## src/posting_list_merge_join_core_defines.svh

```systemverilog
// Assertion macros used by the posting list merge join top level.
`ifndef POSTING_LIST_MERGE_JOIN_CORE_DEFINES_SVH
`define POSTING_LIST_MERGE_JOIN_CORE_DEFINES_SVH

// Checks a property at every clock edge outside reset.
`define PLMJ_ASSERT(label, prop, msg) \
  label: assert property (@(posedge clk_i) disable iff (!rst_ni) (prop)) else $error(msg);

// Checks that a condition implies a consequence in the same cycle.
`define PLMJ_ASSERT_IMP(label, ante, cons, msg) \
  label: assert property (@(posedge clk_i) disable iff (!rst_ni) (ante) |-> (cons)) \
    else $error(msg);

// Checks that a condition implies a consequence in the next cycle.
`define PLMJ_ASSERT_NEXT(label, ante, cons, msg) \
  label: assert property (@(posedge clk_i) disable iff (!rst_ni) (ante) |=> (cons)) \
    else $error(msg);

`endif

```

## src/plmj_ram.sv

```systemverilog
// Generic simple dual-port RAM with one write port and a registered read port.
module plmj_ram #(
  parameter int unsigned WIDTH = 8,
  parameter int unsigned DEPTH = 16
) (
  input  logic                     clk_i,
  input  logic                     we_i,
  input  logic [$clog2(DEPTH)-1:0] waddr_i,
  input  logic [WIDTH-1:0]         wdata_i,
  input  logic [$clog2(DEPTH)-1:0] raddr_i,
  output logic [WIDTH-1:0]         rdata_o
);

  logic [WIDTH-1:0] mem_q [DEPTH];
  logic [WIDTH-1:0] rdata_q;

  always_ff @(posedge clk_i) begin
    if (we_i) begin
      mem_q[waddr_i] <= wdata_i;
    end
    rdata_q <= mem_q[raddr_i];
  end

  assign rdata_o = rdata_q;

endmodule

```

## config.mk

```make
export PLATFORM = sky130hd
export DESIGN_NAME = plmj_ram
export DESIGN_NICKNAME = d
export VERILOG_FILES = /design/src/posting_list_merge_join_core_defines.svh /design/src/plmj_ram.sv
export SDC_FILE = /design/constraint.sdc
export NUM_CORES = 1
export LEC_CHECK = 0
export ABC_CLOCK_PERIOD_IN_PS = 1800
export BUFFER_PORTS_ARGS = -buffer_cell sky130_fd_sc_hd__buf_2
export CORE_MARGIN = 3
export CORE_UTILIZATION = 60
export DETAILED_ROUTE_END_ITERATION = 8
export GPL_TIMING_DRIVEN = 0
export PLACE_DENSITY = 0.78
export RECOVER_POWER = 100
export SKIP_CTS_REPAIR_TIMING = 1
export SYNTH_ARGS = -nofsm -noshare
export SYNTH_HDL_FRONTEND = slang
export SYNTH_SLANG_ARGS = --single-unit
```

## constraint.sdc

```tcl
create_clock -name clk_i -period 1.8 [get_ports clk_i]
set_input_delay 0.18 -clock clk_i [delete_from_list [all_inputs] [get_ports clk_i]]
set_output_delay 0.18 -clock clk_i [all_outputs]
set_load 0.01 [all_outputs]
```

==> After elaboration in Yosys (flattened, before gate mapping) <==
Memories as Yosys holds them, arrays and structs flattened. A register that Yosys moved wholly into a read port is not among the register bits.
Index checks and enable logic that the tools add are counted.
{ "totals": {"ff_bits": 0, "latchBits": 0, "ramBits": 128, "romBits": 0, "output_inout_bits": 8, "mem_count": 1} }
{ "op_classes": {"addsub": 0, "n_mul": 0, "div_mod_pow": 0, "magnitude_cmp": 0, "eq_ne": 0, "shift": 0, "n_mux": 2, "bitwise_logic": 0, "n_reduce_logical": 0} }
{ "mem_list": {"columns": ["memory", "depth", "width", "read_ports", "rd_ports_with_merged_regs", "wr", "line", "source"], "rows": [
  ["mem_q", 16, 8, 1, 1, 1, "plmj_ram.sv:14", "logic [WIDTH-1:0] mem_q [DEPTH];"]
]} }
{ "op_table": {"columns": ["operator", "count"], "rows": [
  ["2-to-1 mux 1 bit", 2]
]} }

==> Depth between registers and ports, before layout <==
Gate-level depths: netlist of run 1.
{ "logic_depth": {"depth_word": 2, "depth_mapped": 5, "mapped_depth_nobuf": 3} }

==> Worst setup path before layout of run 1 <==
OpenSTA, ideal clock, no wires.
{ "synth_timing": {"path_type": "input to register", "from": "in waddr_i[2]", "to": "mem mem_q[0][0] (enable)", "setup_ps": 383, "arrival_time_ps": 1290, "path_slack_ps": 127, "stages": 2, "path_buffers": 0, "cell_sequence": "or3b_2 > nor3_1"} }
{ "synth_lines": {"columns": ["item", "line", "source"], "rows": [
  ["start: declaration", "plmj_ram.sv:8", "input logic [$clog2(DEPTH)-1:0] waddr_i,"],
  ["end: declaration", "plmj_ram.sv:14", null]
]} }
Straight into the memory's write port.

==> Final worst setup path of run 1 <==
{ "layout_timing": {"from": "in waddr_i[2]", "to": "mem mem_q[0][3] (enable)"} }
Straight into the memory's write port.

==> flow_summary.yaml, run 1 <==
cells_and_area:
  mostFrequentLayoutCell: "edfxtp_1"
  diodes: 0
  final_layout_size_suffix_gt1_share_pct: 22.8
  fin_nets: 290
  area_growth_pct: 16.7
  final_cell_mix: "edfxtp_1 (128), clkbuf_1 (20), mux4_2 (18)"
synth:
  synth_fp_nets: 247
  ys_ff_latch: 136
  synth-edff-count: 128
  synth.distinct_cells: 19
  yosys_warnings: 0
  ys_async_sr_fraction_pct: 0
  synthesis.instances: 229
  synthFlopType: "edfxtp_1"
  syn_area_sq_um: 5150
  synth.avg_cell_area_sq_um: 22.5
  seq_area_frac_synth_pct: 77.8
floorplan:
  num_io_pins: 26
  start_util_pct: 62.3
  core_sq_um: 8260
  die_w_microns: 98.6
  rows: 33
  die_h_microns: 98.6
  die_area_sq_um: 9730
power:
  p_per_area_nw_per_um2: 1250
  power_mw: 7.53
  leakagePower_nw: 1.99
  irDropWorstVdd_mv: 0.960
timing:
  slew_violations: 0
  fin_crit_sh_pct: 98.1
  maxSlewHeadroom_pct: 8.31
  rsz0062_at_grt: "no"
  hold_viol: 0
  worst_slew_pin_slew_ps: 1360
  finClkSkew_ps: 10.8
  worst_slack_ps: 33.4
  setup_viol: 0
  fmax_mhz: 566
  min_period_ps: 1770
clock_tree:
  clock-sinks: 136
  clockRootBuffer: "clkbuf_8"
  htree_levels: 4
  cts_tree: "done"
  clock_latency_ps: 510
  cts_buffers: 17
  clockBufferDepth: 2
  clk_pin_slew_ps: 60
placement:
  numPortBuffers: 24
  hpwlAfterDp_microns: 5730
  dp_slack_ps: -448
  gp_congestion: 0.714
routing:
  drcViolationCount: 0
  drt-initial-drc-count: 267
  avgViaCountPerCell: 6.43
  first_pass_iters: 6
  routed_wirelength_microns: 10200
  via_count: 2507
  antenna_left: 0
  post_drt_wl_per_cell_microns: 26.0
worst_setup_path:
  r2r_slack_ps: 400
  start_kind: "input pin"
  critPathArrivalTime_ps: 1880
  r2r_start: "mem_q[3][6]$_DFFE_PP_"
  r2r-end: "rdata_o[6]$_DFF_P_"
  startpoint: "waddr_i[2]"
  cp.required_ps: 1910
  path_max_fanout: 8
  end_kind: "flip-flop"
  rr_worst_depth: 3
  crit_end: "mem_q[0][3]$_DFFE_PP_"
  worstSetupPathType: "in2reg"
global_route:
  first_global_vias: 2501
  grt_max_degree: 17
  grt_overflow_total: 0
  grt_pass1_wl_microns: 15200
  grt_util_all_layers_pct: 22.6
  antenna_found_initial: 0
outcome:
  status: "completed"
worst_hold_path:
  holdCritPathClass: "in2reg"
flow_run:
  maxCapViolations: 0
==> worst min-delay path by stage <==
stage / from / endpoint / depth (start not counted)
2_1_floorplan: wdata_i[0] / mem_q[0][0]$_DFFE_PP_ / 0
3_3_place_gp: wdata_i[3] / mem_q[14][3]$_DFFE_PP_ / 1
3_5_place_dp: rdata_o[6]$_DFF_P_ / rdata_o[6] / 1
4_1_cts: wdata_i[3] / mem_q[1][3]$_DFFE_PP_ / 1
5_1_grt: raddr_i[1] / rdata_o[0]$_DFF_P_ / 4
6_report: raddr_i[1] / rdata_o[0]$_DFF_P_ / 4
==> cell type report <==
cell class,instances,area [sq um]
multi-input cells,83,1060
repair buffers,24,96.3
flip-flops and latches,136,4000
clock buffers,19,432
well taps,105,131
fillers,469,2250
plain buffers,10,86.3
clock inverters,13,201
==> worst max-delay path, stage by stage <==
cell and delay [ps]:
clkbuf_1 100, or3b_2 540, nor3_1 1060
==> registers in the layout, summed over array words and instances, names as in the netlist <==
| signal | count |
|---|---|
| mem_q | 128 |
| rdata_o | 8 |
==> cell usage after synthesis (3+ instances only) <==
library cell	number	area (sq um)
nor2_1	13	48.8
edfxtp_1	128	3840
buf_6	3	33.8
clkdlybuf4s25_2	3	30.0
dfxtp_1	8	160
mux4_1	14	368
buf_2	3	15.0
nand2_1	9	33.8
nor3_1	4	20.0
a22oi_1	16	120
mux4_2	18	405
==> report_power, final <==
| part | internal (mW) | total, mW | switching, mW |
|---|---|---|---|
| clock | 2.41 | 3.63 | 1.22 |
| combinational | 0.131 | 0.335 | 0.203 |
| sequential | 3.54 | 3.56 | 0.0196 |
==> metrics by stage <==
stage                     util, %  setup TNS (ps)  cell area [sq um]  std cells  hold slack [ps]
final                        72.8               0               6010        390              177
after global routing         72.8               0               6010        390              176
after global placement       65.4           -5020               5400        358              572
after detailed placement     65.4           -5550               5400        358              574
after CTS                    73.0               0               6030        390             36.9
after floorplan                 -               0               5150        229              279
==> logic make-up after synthesis <==
group,after synthesis,synth area share (%)
DFF,136,77.8
and+or+nand+nor,35,3.18
muxes,32,15.0
AOI/OAI and AO/OA,16,2.33
buffers and inverters,10,1.68
==> metal layers <==
metal  up-vias  GRT usage [%]  wire (microns)  share of wire [%]
li1       1063              -               -                  -
met1      1280           31.3            4080                 40
met2       149           34.5            5010                 49
met3        15           6.79             849                8.4
met4         0           9.14             206                2.0
met5         -              0               0                  0
Note: power is estimated with default switching activity, not from simulation.
==> run 2, diff against run 1 <==
--- a/config.mk
+++ b/config.mk
@@ -7,6 +7,7 @@
 export LEC_CHECK = 0
 export ABC_CLOCK_PERIOD_IN_PS = 1800
 export BUFFER_PORTS_ARGS = -buffer_cell sky130_fd_sc_hd__buf_2
+export CAP_MARGIN = 30
 export CORE_MARGIN = 3
 export CORE_UTILIZATION = 60
 export DETAILED_ROUTE_END_ITERATION = 8
==> constraint.sdc (replaced) <==
create_clock -name clk_i -period 1.8 [get_ports clk_i]
set_input_delay 0.36 -clock clk_i [delete_from_list [all_inputs] [get_ports clk_i]]
set_output_delay 0.36 -clock clk_i [all_outputs]
set_load 0.01 [all_outputs]
==> flow_summary.yaml, run 2 (synthesis gave the netlist of run 1 again) <==
outcome:
  status: "completed"
floorplan:
  rows: 33
  die_w_microns: 98.6
  num_io_pins: 26
  core_sq_um: 8260
  start_util_pct: 62.3
  die_area_sq_um: 9730
  die_h_microns: 98.6
timing:
  rsz0062_at_grt: "no"
  setup_viol: 0
  worst_slew_pin_slew_ps: 858
  finClkSkew_ps: 6.45
  hold_viol: 0
  slew_violations: 0
  fin_crit_sh_pct: 84.8
  fmax_mhz: 655
  worst_slack_ps: 274
  min_period_ps: 1530
  maxSlewHeadroom_pct: 42.6
global_route:
  grt_util_all_layers_pct: 23.3
  antenna_found_initial: 0
  grt_pass1_wl_microns: 15600
  grt_max_degree: 17
  first_global_vias: 2515
  grt_overflow_total: 0
power:
  p_int_mw: 5.95
  irDropWorstVdd_mv: 0.701
  swShare_pct: 19.8
  p_per_area_nw_per_um2: 1240
  p_seq_share_pct: 48.0
  p_sw_mw: 1.47
  leakagePower_nw: 1.99
  power_frac_clock_pct: 47.4
  combPwrFrac_pct: 4.6
placement:
  hpwlAfterDp_microns: 6120
  dp_slack_ps: -226
  gp_congestion: 0.713
  numPortBuffers: 24
  placed_cells_incl_taps: 361
worst_setup_path:
  worstSetupPathType: "in2reg"
  critPathArrivalTime_ps: 1670
  cp.required_ps: 1940
  path_max_fanout: 8
  end_kind: "flip-flop"
  start_kind: "input pin"
clock_tree:
  clock-sinks: 136
  cts_tree: "done"
  htree_levels: 4
  cts_buffers: 17
  clockBufferDepth: 2
  clk_pin_slew_ps: 60
  clockRootBuffer: "clkbuf_8"
  clock_latency_ps: 520
routing:
  drt-initial-drc-count: 312
  routed_wirelength_microns: 10400
  via_count: 2535
  drcViolationCount: 0
  first_pass_iters: 5
  post_drt_wl_per_cell_microns: 26.6
  antenna_left: 0
  avgViaCountPerCell: 6.45
cells_and_area:
  fillers: 501
  register_area_sq_um: 4000
  regMostFlops: "mem_q"
  multi_input_area_sq_um: 1060
  final_cell_mix: "edfxtp_1 (128), clkbuf_1 (23), mux4_2 (18)"
  fin_nets: 293
  final_layout_size_suffix_gt1_share_pct: 22.9
  diodes: 0
  finalNonFillerCells: 393
  mostFrequentLayoutCell: "edfxtp_1"
  area_growth_pct: 16.6
  largest_reg_flops: 128
  utilization_pct: 72.7
flow_run:
  maxCapViolations: 0
worst_hold_path:
  holdCritPathClass: "in2reg"
[run 2: changes by cell type in the layout (fill, tap and decap cells not counted)]
cell,before,now
bufinv_16,5,4
clkinv_2,4,5
nor3_1,4,3
clkinvlp_4,3,2
nor3_2,0,1
clkinv_4,1,2
clkbuf_1,20,23
[run 2: worst max-delay path, cell delays in order]
cell and delay (ps):
clkbuf_1 100, or3b_2 550, nor2_1 660
[run 2: power by group through the flow]
stage | logic, mW | clock network (mW) | registers, mW
2_1_floorplan | 0.180 | 0 | 3.63
3_3_place_gp | 0.330 | 0 | 3.62
3_5_place_dp | 0.342 | 0 | 3.62
4_1_cts | 0.350 | 3.55 | 3.56
5_1_grt | 0.360 | 3.69 | 3.57
6_report | 0.339 | 3.52 | 3.56
[run 2: final timing paths]
path | slack (ps) | cells past startpoint | startpoint | endpoint
setup / recovery | 270 | 3 | waddr_i[2] | mem_q[1][2]$_DFFE_PP_
hold / removal | 320 | 2 | waddr_i[1] | mem_q[4][5]$_DFFE_PP_
setup reg to reg | 320 | 3 | mem_q[9][5]$_DFFE_PP_ | rdata_o[5]$_DFF_P_
hold reg to reg | 690 | 3 | mem_q[8][2]$_DFFE_PP_ | rdata_o[2]$_DFF_P_
[run 2: layer usage]
layer  part of all wire (%)  track usage [%]  routed length [microns]  vias up
met5                      0                0                        0        -
met4                    2.7             11.3                      287        0
met3                    8.7             4.81                      909       27
met2                     49             35.4                     5140      151
met1                     39             33.0                     4110     1289
li1                       -                -                        -     1068
[run 2: through the flow]
step	hold slack, ps	area, sq um	setup TNS (ps)	total power [mW]
CTS	225	6030	0	7.46
global route	316	6000	0	7.62
global placement	652	5400	-11970	3.95
finish	323	6000	0	7.42
floorplan	459	5150	0	3.81
detailed placement	676	5420	-6930	3.97
[run 2: layout make-up]
type                    instances  area share, %
repair buffers                 27           1.79
plain buffers                  10           1.44
flip-flops and latches        136           66.7
clock inverters                13           2.96
well taps                     105           2.19
multi-input cells              83           17.7
clock buffers                  19           7.19
