`src/posting_list_merge_join_core_defines.svh`:
```
// Assertion macros used by the posting list merge join top level.
`ifndef POSTING_LIST_MERGE_JOIN_CORE_DEFINES_SVH
`define POSTING_LIST_MERGE_JOIN_CORE_DEFINES_SVH

// Checks a property at every clock edge outside reset.
`define PLMJ_ASSERT(label, prop, msg) \
  label: assert property (@(posedge clk_i) disable iff (!rst_ni) (prop)) else $error(msg);

// Checks that a condition implies a consequence in the same cycle.
`define PLMJ_ASSERT_IMP(label, ante, cons, msg) \
  label: assert property (@(posedge clk_i) disable iff (!rst_ni) (ante) |-> (cons)) \
    else $error(msg);

// Checks that a condition implies a consequence in the next cycle.
`define PLMJ_ASSERT_NEXT(label, ante, cons, msg) \
  label: assert property (@(posedge clk_i) disable iff (!rst_ni) (ante) |=> (cons)) \
    else $error(msg);

`endif

```
`src/plmj_pkg.sv`:
```
// Types, constants and codes of the posting list merge join.
package plmj_pkg;

  localparam int unsigned LIST_DEPTH = 1024;
  localparam int unsigned ADDR_W     = $clog2(LIST_DEPTH);
  localparam int unsigned CNT_W      = $clog2(LIST_DEPTH + 1);

  localparam int unsigned DOC_W      = 24;
  localparam int unsigned POS_W      = 20;
  localparam int unsigned ENTRY_W    = DOC_W + POS_W;
  localparam int unsigned OP_W       = 3;
  localparam int unsigned KIND_W     = 2;
  localparam int unsigned CFG_IDX_W  = 2;
  localparam int unsigned CFG_DATA_W = 20;
  localparam int unsigned S_DATA_W   = 48;
  localparam int unsigned M_DATA_W   = 48;
  localparam int unsigned M_USER_W   = 2;

  typedef enum logic [KIND_W-1:0] {
    KIND_APPEND_LEFT  = 2'd0,
    KIND_APPEND_RIGHT = 2'd1,
    KIND_PULL         = 2'd2,
    KIND_CLEAR        = 2'd3
  } kind_e;

  typedef enum logic [OP_W-1:0] {
    OP_INTERSECT  = 3'd0,
    OP_UNION      = 3'd1,
    OP_DIFFERENCE = 3'd2,
    OP_WITHIN     = 3'd3,
    OP_NEAR       = 3'd4
  } op_e;

  typedef enum logic [CFG_IDX_W-1:0] {
    CFG_OPERATION    = 2'd0,
    CFG_DISTANCE     = 2'd1,
    CFG_REPORT_RIGHT = 2'd2
  } cfg_idx_e;

  typedef enum logic [1:0] {
    ST_IDLE,
    ST_FETCH,
    ST_EVAL
  } state_e;

  // Document in the low bits, position above it.
  typedef struct packed {
    logic [POS_W-1:0] pos;
    logic [DOC_W-1:0] doc;
  } entry_t;

  typedef struct packed {
    logic [OP_W-1:0]  op;
    logic [POS_W-1:0] max_gap;
    logic             report_right;
  } cfg_t;

  typedef struct packed {
    logic             adv_left;
    logic             adv_right;
    logic             res;
    logic             done;
    logic             set_match;
    logic [DOC_W-1:0] doc;
    logic [POS_W-1:0] pos;
  } step_t;

endpackage

```
`src/plmj_step.sv`:
```
// One step of the two-pointer walk: compares the current entries and decides.
module plmj_step (
  input  plmj_pkg::cfg_t              cfg_i,
  input  logic                        left_avail_i,
  input  logic                        right_avail_i,
  input  plmj_pkg::entry_t            left_i,
  input  plmj_pkg::entry_t            right_i,
  input  logic                        match_valid_i,
  input  logic [plmj_pkg::DOC_W-1:0]  match_doc_i,
  output plmj_pkg::step_t             step_o
);

  import plmj_pkg::*;

  logic             la, ra;
  logic             doc_eq, doc_lt, doc_gt, pos_lt;
  logic [POS_W-1:0] gap;
  logic [POS_W:0]   pl_plus, pr_plus;
  logic [POS_W-1:0] hi_pos, lo_pos;

  assign la      = left_avail_i;
  assign ra      = right_avail_i;
  assign doc_eq  = left_i.doc == right_i.doc;
  assign doc_lt  = left_i.doc < right_i.doc;
  assign doc_gt  = right_i.doc < left_i.doc;
  assign pos_lt  = left_i.pos < right_i.pos;
  assign gap     = right_i.pos - left_i.pos;
  assign pl_plus = {1'b0, left_i.pos} + {1'b0, cfg_i.max_gap};
  assign pr_plus = {1'b0, right_i.pos} + {1'b0, cfg_i.max_gap};
  assign hi_pos  = pos_lt ? right_i.pos : left_i.pos;
  assign lo_pos  = pos_lt ? left_i.pos : right_i.pos;

  always_comb begin
    step_o = '0;
    if (!la && !ra) begin
      step_o.done = 1'b1;
    end else begin
      case (cfg_i.op)
        OP_INTERSECT: begin
          if (la && ra && doc_eq) begin
            step_o.set_match = 1'b1;
            step_o.res       = 1'b1;
            if (pos_lt) begin
              step_o.adv_left = 1'b1;
              step_o.doc      = left_i.doc;
              step_o.pos      = left_i.pos;
            end else begin
              step_o.adv_right = 1'b1;
              step_o.doc       = right_i.doc;
              step_o.pos       = right_i.pos;
            end
          end else if (la && (!ra || doc_lt)) begin
            step_o.adv_left = 1'b1;
            if (match_valid_i && match_doc_i == left_i.doc) begin
              step_o.res = 1'b1;
              step_o.doc = left_i.doc;
              step_o.pos = left_i.pos;
            end
          end else begin
            step_o.adv_right = 1'b1;
            if (match_valid_i && match_doc_i == right_i.doc) begin
              step_o.res = 1'b1;
              step_o.doc = right_i.doc;
              step_o.pos = right_i.pos;
            end
          end
        end
        OP_UNION: begin
          step_o.res = 1'b1;
          if (la && (!ra || doc_lt || (doc_eq && pos_lt))) begin
            step_o.adv_left = 1'b1;
            step_o.doc      = left_i.doc;
            step_o.pos      = left_i.pos;
          end else begin
            step_o.adv_right = 1'b1;
            step_o.doc       = right_i.doc;
            step_o.pos       = right_i.pos;
          end
        end
        OP_DIFFERENCE: begin
          if (!la) begin
            step_o.done = 1'b1;
          end else if (ra && doc_gt) begin
            step_o.adv_right = 1'b1;
          end else if (ra && doc_eq) begin
            step_o.adv_left = 1'b1;
          end else begin
            step_o.res      = 1'b1;
            step_o.adv_left = 1'b1;
            step_o.doc      = left_i.doc;
            step_o.pos      = left_i.pos;
          end
        end
        OP_WITHIN, OP_NEAR: begin
          if (!la || !ra) begin
            step_o.done = 1'b1;
          end else if (doc_lt) begin
            step_o.adv_left = 1'b1;
          end else if (doc_gt) begin
            step_o.adv_right = 1'b1;
          end else if (cfg_i.op == OP_WITHIN) begin
            if (right_i.pos < left_i.pos) begin
              step_o.adv_right = 1'b1;
            end else if (gap > cfg_i.max_gap) begin
              step_o.adv_left = 1'b1;
            end else begin
              step_o.res       = 1'b1;
              step_o.adv_left  = 1'b1;
              step_o.adv_right = 1'b1;
              step_o.doc       = left_i.doc;
              step_o.pos       = cfg_i.report_right ? right_i.pos : left_i.pos;
            end
          end else begin
            if ({1'b0, right_i.pos} > pl_plus) begin
              step_o.adv_left = 1'b1;
            end else if ({1'b0, left_i.pos} > pr_plus) begin
              step_o.adv_right = 1'b1;
            end else begin
              step_o.res       = 1'b1;
              step_o.adv_left  = 1'b1;
              step_o.adv_right = 1'b1;
              step_o.doc       = left_i.doc;
              step_o.pos       = cfg_i.report_right ? hi_pos : lo_pos;
            end
          end
        end
        default: begin
          step_o.done = 1'b1;
        end
      endcase
    end
  end

endmodule

```
`config.mk`:
```
export PLATFORM = sky130hd
export DESIGN_NAME = plmj_step
export DESIGN_NICKNAME = d
export VERILOG_FILES = /design/src/posting_list_merge_join_core_defines.svh /design/src/plmj_pkg.sv /design/src/plmj_step.sv
export SDC_FILE = /design/constraint.sdc
export NUM_CORES = 1
export LEC_CHECK = 0
export ABC_CLOCK_PERIOD_IN_PS = 5680
export BUFFER_PORTS_ARGS = -buffer_cell sky130_fd_sc_hd__buf_2
export CORE_MARGIN = 2
export CORE_UTILIZATION = 45
export DETAILED_ROUTE_END_ITERATION = 7
export PLACE_DENSITY = 0.71
export SLEW_MARGIN = 15
export SYNTH_ARGS = -nofsm -noshare
export SYNTH_HDL_FRONTEND = slang
export SYNTH_SLANG_ARGS = --single-unit
```
`constraint.sdc`:
```
create_clock -name vclk -period 5.68
set_input_delay 0.284 -clock vclk [all_inputs]
set_output_delay 0.284 -clock vclk [all_outputs]
set_load 0.02 [all_outputs]
```
## Yosys cells after proc, flatten, opt, wreduce, memory -nomap -nowiden

Cells that the tools add are included.
Widths: inputs -> output; s select.

| cells by class | value |
|---|---|
| add/subtract/negate cells | 3 |
| multiply operators | 0 |
| div/mod/pow operators | 0 |
| order comparisons | 7 |
| equality and inequality tests | 7 |
| shifts and indexed selects | 0 |
| multiplexer cells | 60 |
| bitwise gates (word level) | 0 |
| reduce and logical (&&, ||, !) cells | 18 |

Operators with widths:

| kind | number |
|---|---|
| $mux 44 | 17 |
| $pmux 44 s4 | 1 |
| $mux 20 | 4 |
| $eq 24x24->1 | 3 |
| $lt 24x24->1 | 2 |
| $mux 45 | 1 |
| $add 20x20->21 | 2 |
| $gt 20x21->1 | 2 |
| $lt 20x20->1 | 2 |
| $mux 1 | 27 |
| $gt 20x20->1 | 1 |
| $sub 20x20->20 | 1 |
| $mux 3 | 5 |
| $pmux 3 s4 | 1 |
| $logic_and 1x1->1 | 10 |
| $eq 3x2->1 const B | 2 |
| $mux 2 | 3 |
| $reduce_or 2->1 | 2 |
| $eq 3x1->1 const B | 1 |
| $eq 3x3->1 const B | 1 |
| $logic_not 3->1 | 1 |
| $logic_or 1x1->1 | 3 |
| $pmux 1 s3 | 1 |
| $logic_not 1->1 | 2 |

| word-level totals | value |
|---|---|
| flip-flop bits (word level) | 0 |
| latch bits | 0 |
| RAM bits | 0 |
| memory bits (read-only) | 0 |
| output and inout bits | 49 |
| word-level logic and storage cells | 95 |
| memories kept | 0 |

## Logic depth before layout (Yosys ltp)

| logic depth | value |
|---|---|
| word-level depth | 11 |
| mapped depth | 23 |
| mapped depth without buffers | 22 |

## Worst setup path after synthesis

Ideal clock, no wire load.

| path | value |
|---|---|
| kind | input -> output |
| start | input cfg_i[2] (netlist name) |
| end | output step_o[24] (netlist name) |
| arrival time | 4760 ps |
| data required time | 5396 ps |
| setup slack | 636 ps |
| cell stages on the path | 20 |
| buffers on the path | 1 |
| cell sequence | ha_1 a21o_1 a21o_1 a2111oi_0 nor2_1 a221o_1 nor4_1 o31ai_1 o41ai_1 xor2_1 ha_1 nor2b_1 a2111oi_0 nand4_1 nand3_1 a41o_1 nand2_1 o2111ai_1 clkbuf_1 a22o_1 |

RTL lines:

| element | line | RTL |
|---|---|---|
| from (decl) | plmj_step.sv:3 | `input plmj_pkg::cfg_t cfg_i,` |
| to (decl) | plmj_step.sv:10 | `output plmj_pkg::step_t step_o` |

==> run_results.csv <==
group,metric,value,unit
cells_and_area,antennaDiodeCount,0,
die,die_w,121,um
flow_run,maxCapViolCount,0,
drt,wl_per_cell,17.9,um
yosys,seq_area_frac_synth,0,
yosys,netlist_instances,843,
timing,fin_ws,0.276,ns
cells_and_area,nets,1318,
global_route,globalRouteOverflowTotal,0,
cells_and_area,multi_input_comb_area,5930,um^2
drt,dr.pass1.iters,5,
power,irDropWorstVdd,52.6,uV
global_route,grt_antenna_before_repair,0,
cells_and_area,n_fill_cell,1337,
worst_hold_path,hold_path_class,"in -> out",
run_status,status,"completed",
cells_and_area,final_area,7500,um^2
cells_and_area,seq_cells,0,
yosys,yosys_warnings,0,
global_route,grt_pass1_wl,33100,um
cells_and_area,final_cell_mix,"buf_2 (188), ha_1 (144), inv_1 (86)",
die,core,13300,um^2
worst_setup_path,cp-end-kind,"output pin",
worst_setup_path,worst_setup_path_start_kind,"input port",
placed_design,place_inst,1202,
timing,max_freq,0.185,GHz
die,initial_utilization,0.464,
placed_design,dpl_cell_area,7380,um^2
placed_design,gp_congestion,0.990,
timing,worst_pin_slew,0.859,ns
die,io_pins,188,
timing,drv_slew,0,
worst_setup_path,worstPathArrival,5.12,ns
yosys,yosys-mux-area-fraction,0,
die,dieArea,14700,um^2
cells_and_area,stdcell_count,1206,
yosys,synth_top_family_by_area,"compound AO/OA/AOI/OAI gates",
timing,finalCritPeriodShare,0.951,
placed_design,place_ws,-0.115,ns
power,p_per_area,117,nW/um^2
yosys,synthSimpleGateAreaFrac,0.187,
drt,drt-initial-drc-count,554,
cells_and_area,drive_gt1_frac,0.221,
die,rows,42,
drt,final_antenna_net_count,0,
worst_setup_path,critPathMaxFanout,5,
worst_hold_path,hold_path_depth,3,
die,dieHeight,121,um
yosys,synth_xor_area_frac,0.134,
placed_design,hpwl,18200,um
cells_and_area,syn_to_final_growth,20.9,%
global_route,grt_pass1_vias,6515,
power,p_leak,0.00388,uW
placed_design,port_buffers,188,
worst_setup_path,startpoint,"cfg_i[6]",
global_route,grt_max_degree,25,
yosys,synth_compound_area_frac,0.316,
cells_and_area,clock_buffer_count,0,
clock_tree,ctsHoldBuffers,0,
yosys,syn-num-nets,1129,
timing,hold_slack,0.942,ns
cells_and_area,ff_latch_area,0,um^2
drt,vias_per_cell,5.98,
power,total_power,874,uW
yosys,synth_area,6200,um^2
drt,vias,7209,
timing,slew_headroom,0.422,
worst_hold_path,min-delay-start,"left_i[19]",
worst_setup_path,critPathKind,"in -> out",
cells_and_area,final_common_cell,"buf_2",
timing,fin_crit,5.40,ns
global_route,grt_use_total,0.277,
yosys,synth_cell_types,62,
timing,final_hold_viol_count,0,
yosys,synth-adder-area-share,0.300,
drt,wl,21600,um
drt,drc,0,
worst_setup_path,worstPathRequired,5.40,ns
timing,setup_viol_count_final,0,
yosys,syn_area_per_cell,7.35,um^2
-- final timing paths --
path,end,slack (ns)
setup / recovery,step_o[0],0.28
hold / removal,step_o[39],0.94
-- layout make-up --
cell class,instances,share of cell area
inverter,86,0.0431
tap,176,0.0294
multi-input combinational,748,0.791
timing repair buffer,196,0.137
-- critical path, stage by stage --
cell and delay, ns:
buf_2 0.12, ha_1 0.32, a2111oi_1 0.35, o211ai_1 0.18, o2111a_1 0.23, nor2_2 0.19
a211o_1 0.20, a31oi_1 0.13, a21o_1 0.20, a21oi_1 0.16, xor2_1 0.17, ha_1 0.26
nand2_1 0.06, nor4_1 0.04, a2111oi_0 0.39, o311ai_0 0.22, a31o_2 0.29, and2_1 0.19
nand4_1 0.22, or3b_4 0.51, a22o_1 0.26, buf_2 0.15
-- cells in the mapped netlist (3+ instances only) --
master	number	area (um^2)
a2111oi_0	5	43.8
or3_1	11	68.8
a21oi_1	78	390
nand2b_1	11	68.8
a311oi_1	3	26.3
ha_1	144	1800
nor2_1	42	158
nor3_1	15	75.1
fa_1	3	60.1
o21bai_1	10	75.1
nand3_1	19	95.1
xnor2_1	48	420
clkbuf_1	6	22.5
a22o_1	46	403
nand2_1	40	150
a31oi_1	4	25.0
a211oi_1	5	37.5
nor4_1	11	68.8
and3_1	5	31.3
o21a_1	12	90.1
o21ai_0	39	195
o211ai_1	11	82.6
a21o_1	23	173
a211o_1	7	61.3
nand4_1	31	194
or2_2	4	25.0
and2_1	6	37.5
nor2b_1	15	93.8
a21boi_0	5	37.5
o31ai_1	8	60.1
a221oi_1	3	26.3
inv_1	86	323
buf_2	4	20.0
xor2_1	47	412
-- power breakdown --
part           switching, uW  internal, uW  total [uW]
logic                    498           376         874
clock network              0             0           0
registers                  0             0           0
total                    498           376         874
-- cells by family after synthesis --
group                      count (synthesis)
adders and majority gates                147
AOI/OAI and AO/OA                        283
xor gates and xnor gates                  95
and+or+nand+nor                          220
buffers and inverters                     98
-- per-layer routing --
metal,GRT usage,wire length [um]
met5,0,0
met4,0.0381,374
met3,0.0122,1720
met2,0.489,9980
met1,0.382,9560
-- what timing repair did --
item	4_1_cts	5_1_grt
gates cloned	1	2
resized for setup	4	18
pin swaps	2	3
setup buffers	1	0
endpoints found under the setup margin	20	47
-- metrics by stage --
stage | util | TNS [ns]
after detailed placement | 0.553 | -2.01
after global placement | 0.553 | -1.05
after CTS | 0.555 | 0
after global routing | 0.562 | -0.184
final | 0.562 | 0
after floorplan | - | 0
Note: power is estimated with default switching activity, not from simulation.
